<file path="src/rtl/idd_pkg.sv">
`timescale 1ns / 1ps
`default_nettype none
// ----------------------------------------------------------------------------
// idd_pkg: shared types and constants of the int4 group dequant dot block
// Field widths, fixed-point positions and the structs that pass between the
// lanes, the merge stage and the group counter reducer.
// ----------------------------------------------------------------------------
package idd_pkg;

    localparam int ACCUM_BITS_DEF = 48;

    localparam int ACT_W      = 16;
    localparam int SCALE_W    = 16;
    localparam int ZERO_W     = 16;
    localparam int BYTE_W     = 8;
    localparam int NIB_W      = 4;
    localparam int DOT_W      = 32;

    // group size register and position counter
    localparam int GS_W       = 9;
    localparam logic [GS_W-1:0] GS_RESET = 9'd32;
    localparam int CNT_W      = $clog2(GS_W + 1);

    // dequant: ((q << 8) - zero) * scale >>> 8
    localparam int ZP_SHIFT   = 8;
    localparam int SCALE_SHIFT = 8;
    localparam int DIFF_W     = ZERO_W + 1;
    localparam int PROD1_W    = DIFF_W + SCALE_W;
    localparam int WGT_W      = PROD1_W - SCALE_SHIFT;
    localparam int PROD_W     = WGT_W + ACT_W;

    // Q.24 sum down to Q.12 result
    localparam int FRAC_BITS  = 12;
    localparam logic signed [DOT_W-1:0] DOT_MAX = 32'sh7FFF_FFFF;
    localparam logic signed [DOT_W-1:0] DOT_MIN = 32'sh8000_0000;

    // one item leaving the lanes toward the merge stage
    typedef struct packed {
        logic fire;
        logic last;
    } idd_ctl_t;

    // status of the group position reducer
    typedef struct packed {
        logic            busy;
        logic            done;
        logic [GS_W-1:0] rem;
    } idd_red_rsp_t;

endpackage
`default_nettype wire

</file>
<file path="src/rtl/idd_lane.sv">
`timescale 1ns / 1ps
`default_nettype none
// ----------------------------------------------------------------------------
// idd_lane: one dequant and multiply lane
// Stage 1 forms (q*256 - zero) * scale, stage 2 takes the Q.12 weight and
// multiplies it by the activation.
// ----------------------------------------------------------------------------
module idd_lane (
    input  wire logic                                clk,
    input  wire logic                                en,
    input  wire logic        [idd_pkg::NIB_W-1:0]    nibble,
    input  wire logic signed [idd_pkg::ACT_W-1:0]    act,
    input  wire logic signed [idd_pkg::SCALE_W-1:0]  scale,
    input  wire logic signed [idd_pkg::ZERO_W-1:0]   zero,
    output logic signed      [idd_pkg::PROD_W-1:0]   prod
);
    import idd_pkg::*;

    logic signed [DIFF_W-1:0]  diff;
    logic signed [PROD1_W-1:0] prod1_next;
    logic signed [PROD1_W-1:0] prod1_reg;
    logic signed [ACT_W-1:0]   act_reg;
    logic signed [WGT_W-1:0]   wgt;
    logic signed [PROD_W-1:0]  prod_next;
    logic signed [PROD_W-1:0]  prod_reg;

    assign diff = $signed({{(DIFF_W - NIB_W - ZP_SHIFT){nibble[NIB_W-1]}},
                           nibble, {ZP_SHIFT{1'b0}}}) - DIFF_W'(zero);
    assign prod1_next = diff * scale;

    // floor shift: drop the low bits of the signed product
    assign wgt       = $signed(prod1_reg[PROD1_W-1:SCALE_SHIFT]);
    assign prod_next = wgt * act_reg;

    always_ff @(posedge clk)
    begin
        if (en)
        begin
            prod1_reg <= prod1_next;
            act_reg   <= act;
            prod_reg  <= prod_next;
        end
    end

    assign prod = prod_reg;

endmodule
`default_nettype wire

</file>
<file path="src/rtl/idd_pos_reduce.sv">
`timescale 1ns / 1ps
`default_nettype none
// ----------------------------------------------------------------------------
// idd_pos_reduce: group position remainder unit
// Restoring remainder, one dividend bit per cycle, used to bring the group
// position below a newly written group size.
// ----------------------------------------------------------------------------
module idd_pos_reduce (
    input  wire logic                        clk,
    input  wire logic                        rst_n,
    input  wire logic                        start,
    input  wire logic [idd_pkg::GS_W-1:0]    dividend,
    input  wire logic [idd_pkg::GS_W-1:0]    divisor,
    output idd_pkg::idd_red_rsp_t            rsp
);
    import idd_pkg::*;

    localparam logic [CNT_W-1:0] STEPS    = CNT_W'(GS_W);
    localparam logic [CNT_W-1:0] LAST_CNT = CNT_W'(1);

    logic             busy_reg, busy_next;
    logic             done_reg, done_next;
    logic [CNT_W-1:0] cnt_reg, cnt_next;
    logic [GS_W-1:0]  dvd_reg, dvd_next;
    logic [GS_W-1:0]  dsr_reg, dsr_next;
    logic [GS_W-1:0]  rem_reg, rem_next;
    logic [GS_W:0]    trial;

    assign trial = {rem_reg, dvd_reg[GS_W-1]};

    always_comb
    begin
        busy_next = busy_reg;
        done_next = 1'b0;
        cnt_next  = cnt_reg;
        dvd_next  = dvd_reg;
        dsr_next  = dsr_reg;
        rem_next  = rem_reg;
        if (start)
        begin
            busy_next = 1'b1;
            cnt_next  = STEPS;
            dvd_next  = dividend;
            dsr_next  = divisor;
            rem_next  = '0;
        end
        else if (busy_reg)
        begin
            // keep the partial remainder below the divisor
            if (trial >= {1'b0, dsr_reg})
                rem_next = GS_W'(trial - {1'b0, dsr_reg});
            else
                rem_next = trial[GS_W-1:0];
            dvd_next = {dvd_reg[GS_W-2:0], 1'b0};
            cnt_next = cnt_reg - LAST_CNT;
            if (cnt_reg == LAST_CNT)
            begin
                busy_next = 1'b0;
                done_next = 1'b1;
            end
        end
    end

    always_ff @(posedge clk or negedge rst_n)
    begin
        if (!rst_n)
        begin
            busy_reg <= 1'b0;
            done_reg <= 1'b0;
            cnt_reg  <= '0;
        end
        else
        begin
            busy_reg <= busy_next;
            done_reg <= done_next;
            cnt_reg  <= cnt_next;
        end
    end

    always_ff @(posedge clk)
    begin
        dvd_reg <= dvd_next;
        dsr_reg <= dsr_next;
        rem_reg <= rem_next;
    end

    assign rsp.busy = busy_reg;
    assign rsp.done = done_reg;
    assign rsp.rem  = rem_reg;

endmodule
`default_nettype wire

</file>
<file path="src/rtl/idd_merge.sv">
`timescale 1ns / 1ps
`default_nettype none
// ----------------------------------------------------------------------------
// idd_merge: accumulate and result stage
// Adds both lane products into the accumulator, tracks the group position
// and forms the saturated result into the output register on the last item.
// ----------------------------------------------------------------------------
module idd_merge #(
    parameter int ACCUM_BITS = idd_pkg::ACCUM_BITS_DEF
) (
    input  wire logic                                clk,
    input  wire logic                                rst_n,
    input  wire idd_pkg::idd_ctl_t                   ctl,
    input  wire logic signed [idd_pkg::PROD_W-1:0]   p0,
    input  wire logic signed [idd_pkg::PROD_W-1:0]   p1,
    input  wire logic        [idd_pkg::GS_W-1:0]     gs,
    input  wire idd_pkg::idd_red_rsp_t               red,
    input  wire logic                                out_ready,
    output logic                                     out_valid,
    output logic signed      [idd_pkg::DOT_W-1:0]    dot_value,
    output logic                                     length_error,
    output logic             [idd_pkg::GS_W-1:0]     pos
);
    import idd_pkg::*;

    localparam int SH_W = ACCUM_BITS - FRAC_BITS;
    localparam logic [GS_W:0] POS_STEP = (GS_W + 1)'(2);

    logic signed [ACCUM_BITS-1:0] acc_reg, acc_next, acc_sum;
    logic        [GS_W-1:0]       pos_reg, pos_next, pos_adv;
    logic        [GS_W:0]         step0, step1, step2;
    logic                         err;
    logic signed [SH_W-1:0]       sh;
    logic signed [DOT_W-1:0]      sat;
    logic                         out_valid_reg, out_valid_next;
    logic signed [DOT_W-1:0]      dot_reg;
    logic                         err_reg;

    assign acc_sum = acc_reg + ACCUM_BITS'(p0) + ACCUM_BITS'(p1);
    assign sh      = $signed(acc_sum[ACCUM_BITS-1:FRAC_BITS]);

    generate
        if (SH_W > DOT_W)
        begin : g_sat
            logic hi_ones, hi_zeros;
            assign hi_ones  = &sh[SH_W-1:DOT_W-1];
            assign hi_zeros = ~|sh[SH_W-1:DOT_W-1];
            assign sat = (hi_ones || hi_zeros) ? $signed(sh[DOT_W-1:0])
                       : (sh[SH_W-1] ? DOT_MIN : DOT_MAX);
        end
        else
        begin : g_ext
            assign sat = DOT_W'(sh);
        end
    endgenerate

    // position stays below gs, so two conditional subtracts cover gs of one
    always_comb
    begin
        step0 = {1'b0, pos_reg} + POS_STEP;
        step1 = (step0 >= {1'b0, gs}) ? step0 - {1'b0, gs} : step0;
        step2 = (step1 >= {1'b0, gs}) ? step1 - {1'b0, gs} : step1;
        pos_adv = (gs == '0) ? pos_reg : step2[GS_W-1:0];
        err = (gs == '0) || (pos_adv != '0);
    end

    always_comb
    begin
        acc_next = acc_reg;
        pos_next = pos_reg;
        if (red.done)
            pos_next = red.rem;
        if (ctl.fire)
        begin
            acc_next = ctl.last ? '0 : acc_sum;
            pos_next = ctl.last ? '0 : pos_adv;
        end
        out_valid_next = out_valid_reg && !out_ready;
        if (ctl.fire && ctl.last)
            out_valid_next = 1'b1;
    end

    always_ff @(posedge clk or negedge rst_n)
    begin
        if (!rst_n)
        begin
            acc_reg       <= '0;
            pos_reg       <= '0;
            out_valid_reg <= 1'b0;
        end
        else
        begin
            acc_reg       <= acc_next;
            pos_reg       <= pos_next;
            out_valid_reg <= out_valid_next;
        end
    end

    always_ff @(posedge clk)
    begin
        if (ctl.fire && ctl.last)
        begin
            dot_reg <= err ? '0 : sat;
            err_reg <= err;
        end
    end

    assign out_valid    = out_valid_reg;
    assign dot_value    = dot_reg;
    assign length_error = err_reg;
    assign pos          = pos_reg;

endmodule
`default_nettype wire

</file>
<file path="src/rtl/int4_group_dequant_dot.sv">
`timescale 1ns / 1ps
`default_nettype none
// ----------------------------------------------------------------------------
// int4_group_dequant_dot: int4 group-quantized dot product, one output element
// Two lanes dequantize the nibbles of a packed weight byte and multiply them
// by their activations; a merge stage accumulates and emits the result.
// ----------------------------------------------------------------------------
// Usage: send one transfer per packed weight byte, with its two Q4.12
// activations and the scale and zero point of its group, and mark the final
// byte of the run with last. The block accepts one item per clock cycle while
// in_ready is high and loads the Q20.12 sum, saturated to 32 bits, into the
// output register through the dequant multiply, activation multiply and
// accumulate stages. The pipeline holds only while a finished result waits
// in the output register and another last item has reached the accumulate
// stage. A run whose weight count is not a multiple of the group size
// returns 0 with length_error set. Writing a nonzero group size starts a
// renormalization of the group position counter (nine remainder steps and a
// load), during which in_ready and cfg_ready stay low. Write the group size
// only with the block idle. The accumulator wraps at ACCUM_BITS bits.
// ----------------------------------------------------------------------------
module int4_group_dequant_dot #(
    parameter int ACCUM_BITS = idd_pkg::ACCUM_BITS_DEF
) (
    input  wire logic                                clk,
    input  wire logic                                rst_n,
    // group size register write
    input  wire logic                                cfg_valid,
    output logic                                     cfg_ready,
    input  wire logic        [idd_pkg::GS_W-1:0]     cfg_data,
    // input items
    input  wire logic                                in_valid,
    output logic                                     in_ready,
    input  wire logic signed [idd_pkg::ACT_W-1:0]    act_low,
    input  wire logic signed [idd_pkg::ACT_W-1:0]    act_high,
    input  wire logic        [idd_pkg::BYTE_W-1:0]   weight_byte,
    input  wire logic signed [idd_pkg::SCALE_W-1:0]  group_scale,
    input  wire logic signed [idd_pkg::ZERO_W-1:0]   group_zero,
    input  wire logic                                last,
    // results
    output logic                                     out_valid,
    input  wire logic                                out_ready,
    output logic signed      [idd_pkg::DOT_W-1:0]    dot_value,
    output logic                                     length_error
);
    import idd_pkg::*;

    logic               [GS_W-1:0]   gs_reg;
    logic                            cfg_xfer;
    logic                            in_xfer;
    logic                            adv;
    logic                            v1_reg, v2_reg;
    logic                            last1_reg, last2_reg;
    logic signed        [PROD_W-1:0] p0, p1;
    logic               [GS_W-1:0]   pos;
    idd_ctl_t                        ctl;
    idd_red_rsp_t                    red;

    // Hold the whole pipe only when a last item needs the output register
    // and the previous result has not been taken.
    assign adv = !(v2_reg && last2_reg && out_valid && !out_ready);

    // No item transfer while the group counter is being renormalized or a
    // register write is pending.
    assign in_ready  = adv && !red.busy && !red.done && !cfg_valid;
    assign in_xfer   = in_valid && in_ready;
    assign cfg_ready = !red.busy && !red.done;
    assign cfg_xfer  = cfg_valid && cfg_ready;

    always_ff @(posedge clk or negedge rst_n)
    begin
        if (!rst_n)
        begin
            gs_reg <= GS_RESET;
            v1_reg <= 1'b0;
            v2_reg <= 1'b0;
        end
        else
        begin
            if (cfg_xfer)
                gs_reg <= cfg_data;
            if (adv)
            begin
                v1_reg <= in_xfer;
                v2_reg <= v1_reg;
            end
        end
    end

    // Advance the last flags alongside the lane products.
    always_ff @(posedge clk)
    begin
        if (adv)
        begin
            last1_reg <= last;
            last2_reg <= last1_reg;
        end
    end

    // Even position: low nibble. Odd position: high nibble.
    idd_lane u_lane_lo (
        .clk    (clk),
        .en     (adv),
        .nibble (weight_byte[NIB_W-1:0]),
        .act    (act_low),
        .scale  (group_scale),
        .zero   (group_zero),
        .prod   (p0)
    );

    idd_lane u_lane_hi (
        .clk    (clk),
        .en     (adv),
        .nibble (weight_byte[BYTE_W-1:NIB_W]),
        .act    (act_high),
        .scale  (group_scale),
        .zero   (group_zero),
        .prod   (p1)
    );

    // Reduce the group position modulo a newly written nonzero size.
    idd_pos_reduce u_reduce (
        .clk      (clk),
        .rst_n    (rst_n),
        .start    (cfg_xfer && (cfg_data != '0)),
        .dividend (pos),
        .divisor  (cfg_data),
        .rsp      (red)
    );

    assign ctl.fire = adv && v2_reg;
    assign ctl.last = last2_reg;

    idd_merge #(
        .ACCUM_BITS (ACCUM_BITS)
    ) u_merge (
        .clk          (clk),
        .rst_n        (rst_n),
        .ctl          (ctl),
        .p0           (p0),
        .p1           (p1),
        .gs           (gs_reg),
        .red          (red),
        .out_ready    (out_ready),
        .out_valid    (out_valid),
        .dot_value    (dot_value),
        .length_error (length_error),
        .pos          (pos)
    );

    // A length error always carries a zero value.
    a_err_zero: assert property (@(posedge clk) disable iff (!rst_n)
        out_valid && length_error |-> dot_value == '0)
        else $error("length error result with nonzero value");

    // No item enters while the group counter is renormalized.
    a_reduce_blocks: assert property (@(posedge clk) disable iff (!rst_n)
        red.busy |-> !in_ready && !cfg_ready)
        else $error("transfer allowed during group counter reduction");

    // Group position stays below a nonzero group size outside reduction.
    a_pos_range: assert property (@(posedge clk) disable iff (!rst_n)
        !red.busy && !red.done && gs_reg != '0 |-> pos < gs_reg)
        else $error("group position out of range");

    // A waiting last item with a full output register stalls intake.
    a_stall: assert property (@(posedge clk) disable iff (!rst_n)
        v2_reg && last2_reg && out_valid && !out_ready |-> !in_ready)
        else $error("intake not held while result waits");

endmodule
`default_nettype wire
</file>
<file path="config.mk">
export PLATFORM = sky130hd
export DESIGN_NAME = int4_group_dequant_dot
export DESIGN_NICKNAME = d
export VERILOG_FILES = /design/src/rtl/idd_pkg.sv /design/src/rtl/idd_lane.sv /design/src/rtl/idd_pos_reduce.sv /design/src/rtl/idd_merge.sv /design/src/rtl/int4_group_dequant_dot.sv
export SDC_FILE = /design/constraint.sdc
export NUM_CORES = 2
export LEC_CHECK = 0
export BUFFER_PORTS_ARGS = -buffer_cell sky130_fd_sc_hd__buf_2
export CORE_MARGIN = 1
export CORE_UTILIZATION = 70
export DETAILED_ROUTE_END_ITERATION = 8
export PLACE_DENSITY = 0.88
export SYNTH_ARGS = -nofsm -noshare
export SYNTH_HDL_FRONTEND = slang
export SYNTH_HIERARCHICAL = 1
export SYNTH_SLANG_ARGS = --single-unit
export TNS_END_PERCENT = 30
</file>
<file path="constraint.sdc">
create_clock -name clk -period 14.75 [get_ports clk]
set_input_delay 2.2125 -clock clk [delete_from_list [all_inputs] [get_ports clk]]
set_output_delay 2.2125 -clock clk [all_outputs]
set_load 0.01 [all_outputs]
</file>
==> metrics.txt <==
layout cells sized above 1 0.0481; final hold violations 0; Clock Latency Late Sink 0.60 ns; number of distinct library cells after synthesis 103; highest metal used met5; fin crit share 0.695; largest net degree at the start of global routing 167; Most common cell on crit path fa_1; nets about 8.6k; Highest Clock Rate 97.6 MHz; final setup margin approximately 4.5 ns; non-filler cells, final around 8.0k; clock buffer depth 3; Mapped Area 65,300 um^2; ys flop type edfxtp_1; Worst setup SP type primary input; Critical Path End Type register; synth-to-layout area growth 4.32%; first-pass GRT wire length 265 mm; r2r startpoint u_lane_lo/act_reg[1]; syn nets 8,696; Slew Limit Fails 0; met2 wire length 77.9 mm; via/cell ratio roughly 6.0; total CTS buffers 36; reg-to-reg endpoint u_lane_lo/prod[40]; clk_skew 0.0427 ns; Initial DRT Pass Iterations 8; Slew headroom 0.158; register area share after synthesis 0.131; width of the die 307 um; Reg area 8570 um^2; Hold Path Class reg2reg; post-cts repair resize count 0; multi-input logic area roughly 50,000 um^2; postcts setup bufs 0; Avg Cell Area, Syn approximately 9.6 um^2; GRT Resource Usage Total 0.358; pre-CTS setup slack 3.99 ns; R2R Setup Slk 7.03 ns; CP arrival about 11 ns; number of flip-flops in the largest register 48; Crit Path Max Fanout 34; starting DRC count in detailed routing 3,677; antenna viol nets, final 0; detailed-route wire length 161 mm; Post-synth EDFFs 217; Clk pin slew, worst setup/hold paths 0.06 ns; IO buf count 122; placed cell count 7,935; Slowest cell on crit path fa_1; Crit path largest cell delay 0.73 ns; YS warnings 6; Hold Path Depth 0; TritonCTS clock tree built; number of synthesized register bits 301; worst reg2reg path depth 21; post-synthesis async set-or-reset flop share 0.249; Core Region 91,900 um^2; minimum clock period a little over 10 ns; root buf cell clkbuf_16; vias in the first global route 52.7k; Crit. Startpoint group_zero[0]; Die Area 94,400 um^2; io pins 123; Slew @ Worst Pin around 1.3 ns; hpwl dp 124 mm; number of cells produced by synthesis 6,787; Initial Utilization 0.710; ant diodes 0; Max Cap Viol 0; CP Class in2reg; hold-fix buffer count after cts 0; antenna violations before repair 4; row count 111; status complete, no violations; WL met3 15.4 mm; # DRC 0; DRT met1 WL 58.4 mm; die height 307 um; routability cong. 0.950; CP required 15.05 ns; Final Setup Violations 0; grt total ovfl 0; RSZ-0062 raised after global routing false; vias 47.8k; Sum Neg Setup Slack 0 ns; Setup crit end u_lane_hi/prod1_reg[32]; H-tree depth 2; drt wl/cell 20.2 um; # clock sinks approximately 300; fill cell count 6,191
## layout make-up
cell class	instances	area share
Multi-Input combinational cell	4701	0.734
Sequential cell	301	0.126
Inverter	1522	0.0839
Tap cell	1243	0.0228
Timing Repair Buffer	168	0.0143
Clock buffer	45	0.0140
Clock inverter	21	0.00456
## stage by stage
step	util	instance area, um^2	hold slack, ns
4_1_cts	0.740	68100	0.441
3_3_place_gp	0.727	66800	0.418
5_1_grt	0.740	68100	0.447
3_5_place_dp	0.727	66800	0.413
2_1_floorplan	-	65300	0.400
6_report	0.740	68100	0.434
## placed cells by master (no fill, tap or decap), drive strengths merged, types with 158 or more instances in the layout
master,n
xnor2,188
buf,168
fa,1363
ha,459
and2,543
edfxtp,217
inv,1528
nand2,871
a21oi,158
nor2,173
## logic make-up after synthesis
family	Yosys count	share of synthesized area
mux	54	0.00880
flops	301	0.131
buf+inv	1785	0.104
fa+ha+maj	1822	0.506
xor+xnor	251	0.0339
compound gates	680	0.0734
simple gates	1894	0.142
## worst max-delay path, delay by kind of cell
family,cells,cell delay [ns]
xor+xnor,3,1.03
simple gates,5,0.66
fa+ha+maj,7,3.57
buf+inv,5,0.86
compound gates,10,2.19
## synthesized netlist by cell type (67+ instances only)
| cell | count | area (um^2) |
|---|---|---|
| nor2_1 | 173 | 649 |
| inv_1 | 1522 | 5710 |
| nand2b_1 | 67 | 419 |
| nand2_1 | 870 | 3270 |
| xnor2_1 | 187 | 1640 |
| edfxtp_1 | 217 | 6520 |
| and2_1 | 543 | 3400 |
| dfrtp_1 | 74 | 1850 |
| ha_1 | 459 | 5740 |
| a21o_1 | 130 | 976 |
| fa_1 | 1363 | 27300 |
| o21ai_0 | 97 | 485 |
| clkbuf_1 | 231 | 867 |
| a21oi_1 | 153 | 766 |
## layer usage
layer | up-vias | global-route usage
li1 | 20554 | -
met1 | 23984 | 0.446
met2 | 2502 | 0.594
met3 | 724 | 0.0672
met4 | 4 | 0.195
met5 | - | 0
## worst min path at each step
| stage | from | to | slack, ns |
|---|---|---|---|
| floorplan | last1_reg | last2_reg | 0.40 |
| global placement | last1_reg | last2_reg | 0.42 |
| detailed placement | last1_reg | last2_reg | 0.41 |
| CTS | last1_reg | last2_reg | 0.44 |
| global route | last1_reg | last2_reg | 0.45 |
| finish | last1_reg | last2_reg | 0.43 |
Power is left out: the tool's default activity adds up to more than one toggle a clock period on the data nets, which glitch-free logic cannot reach.
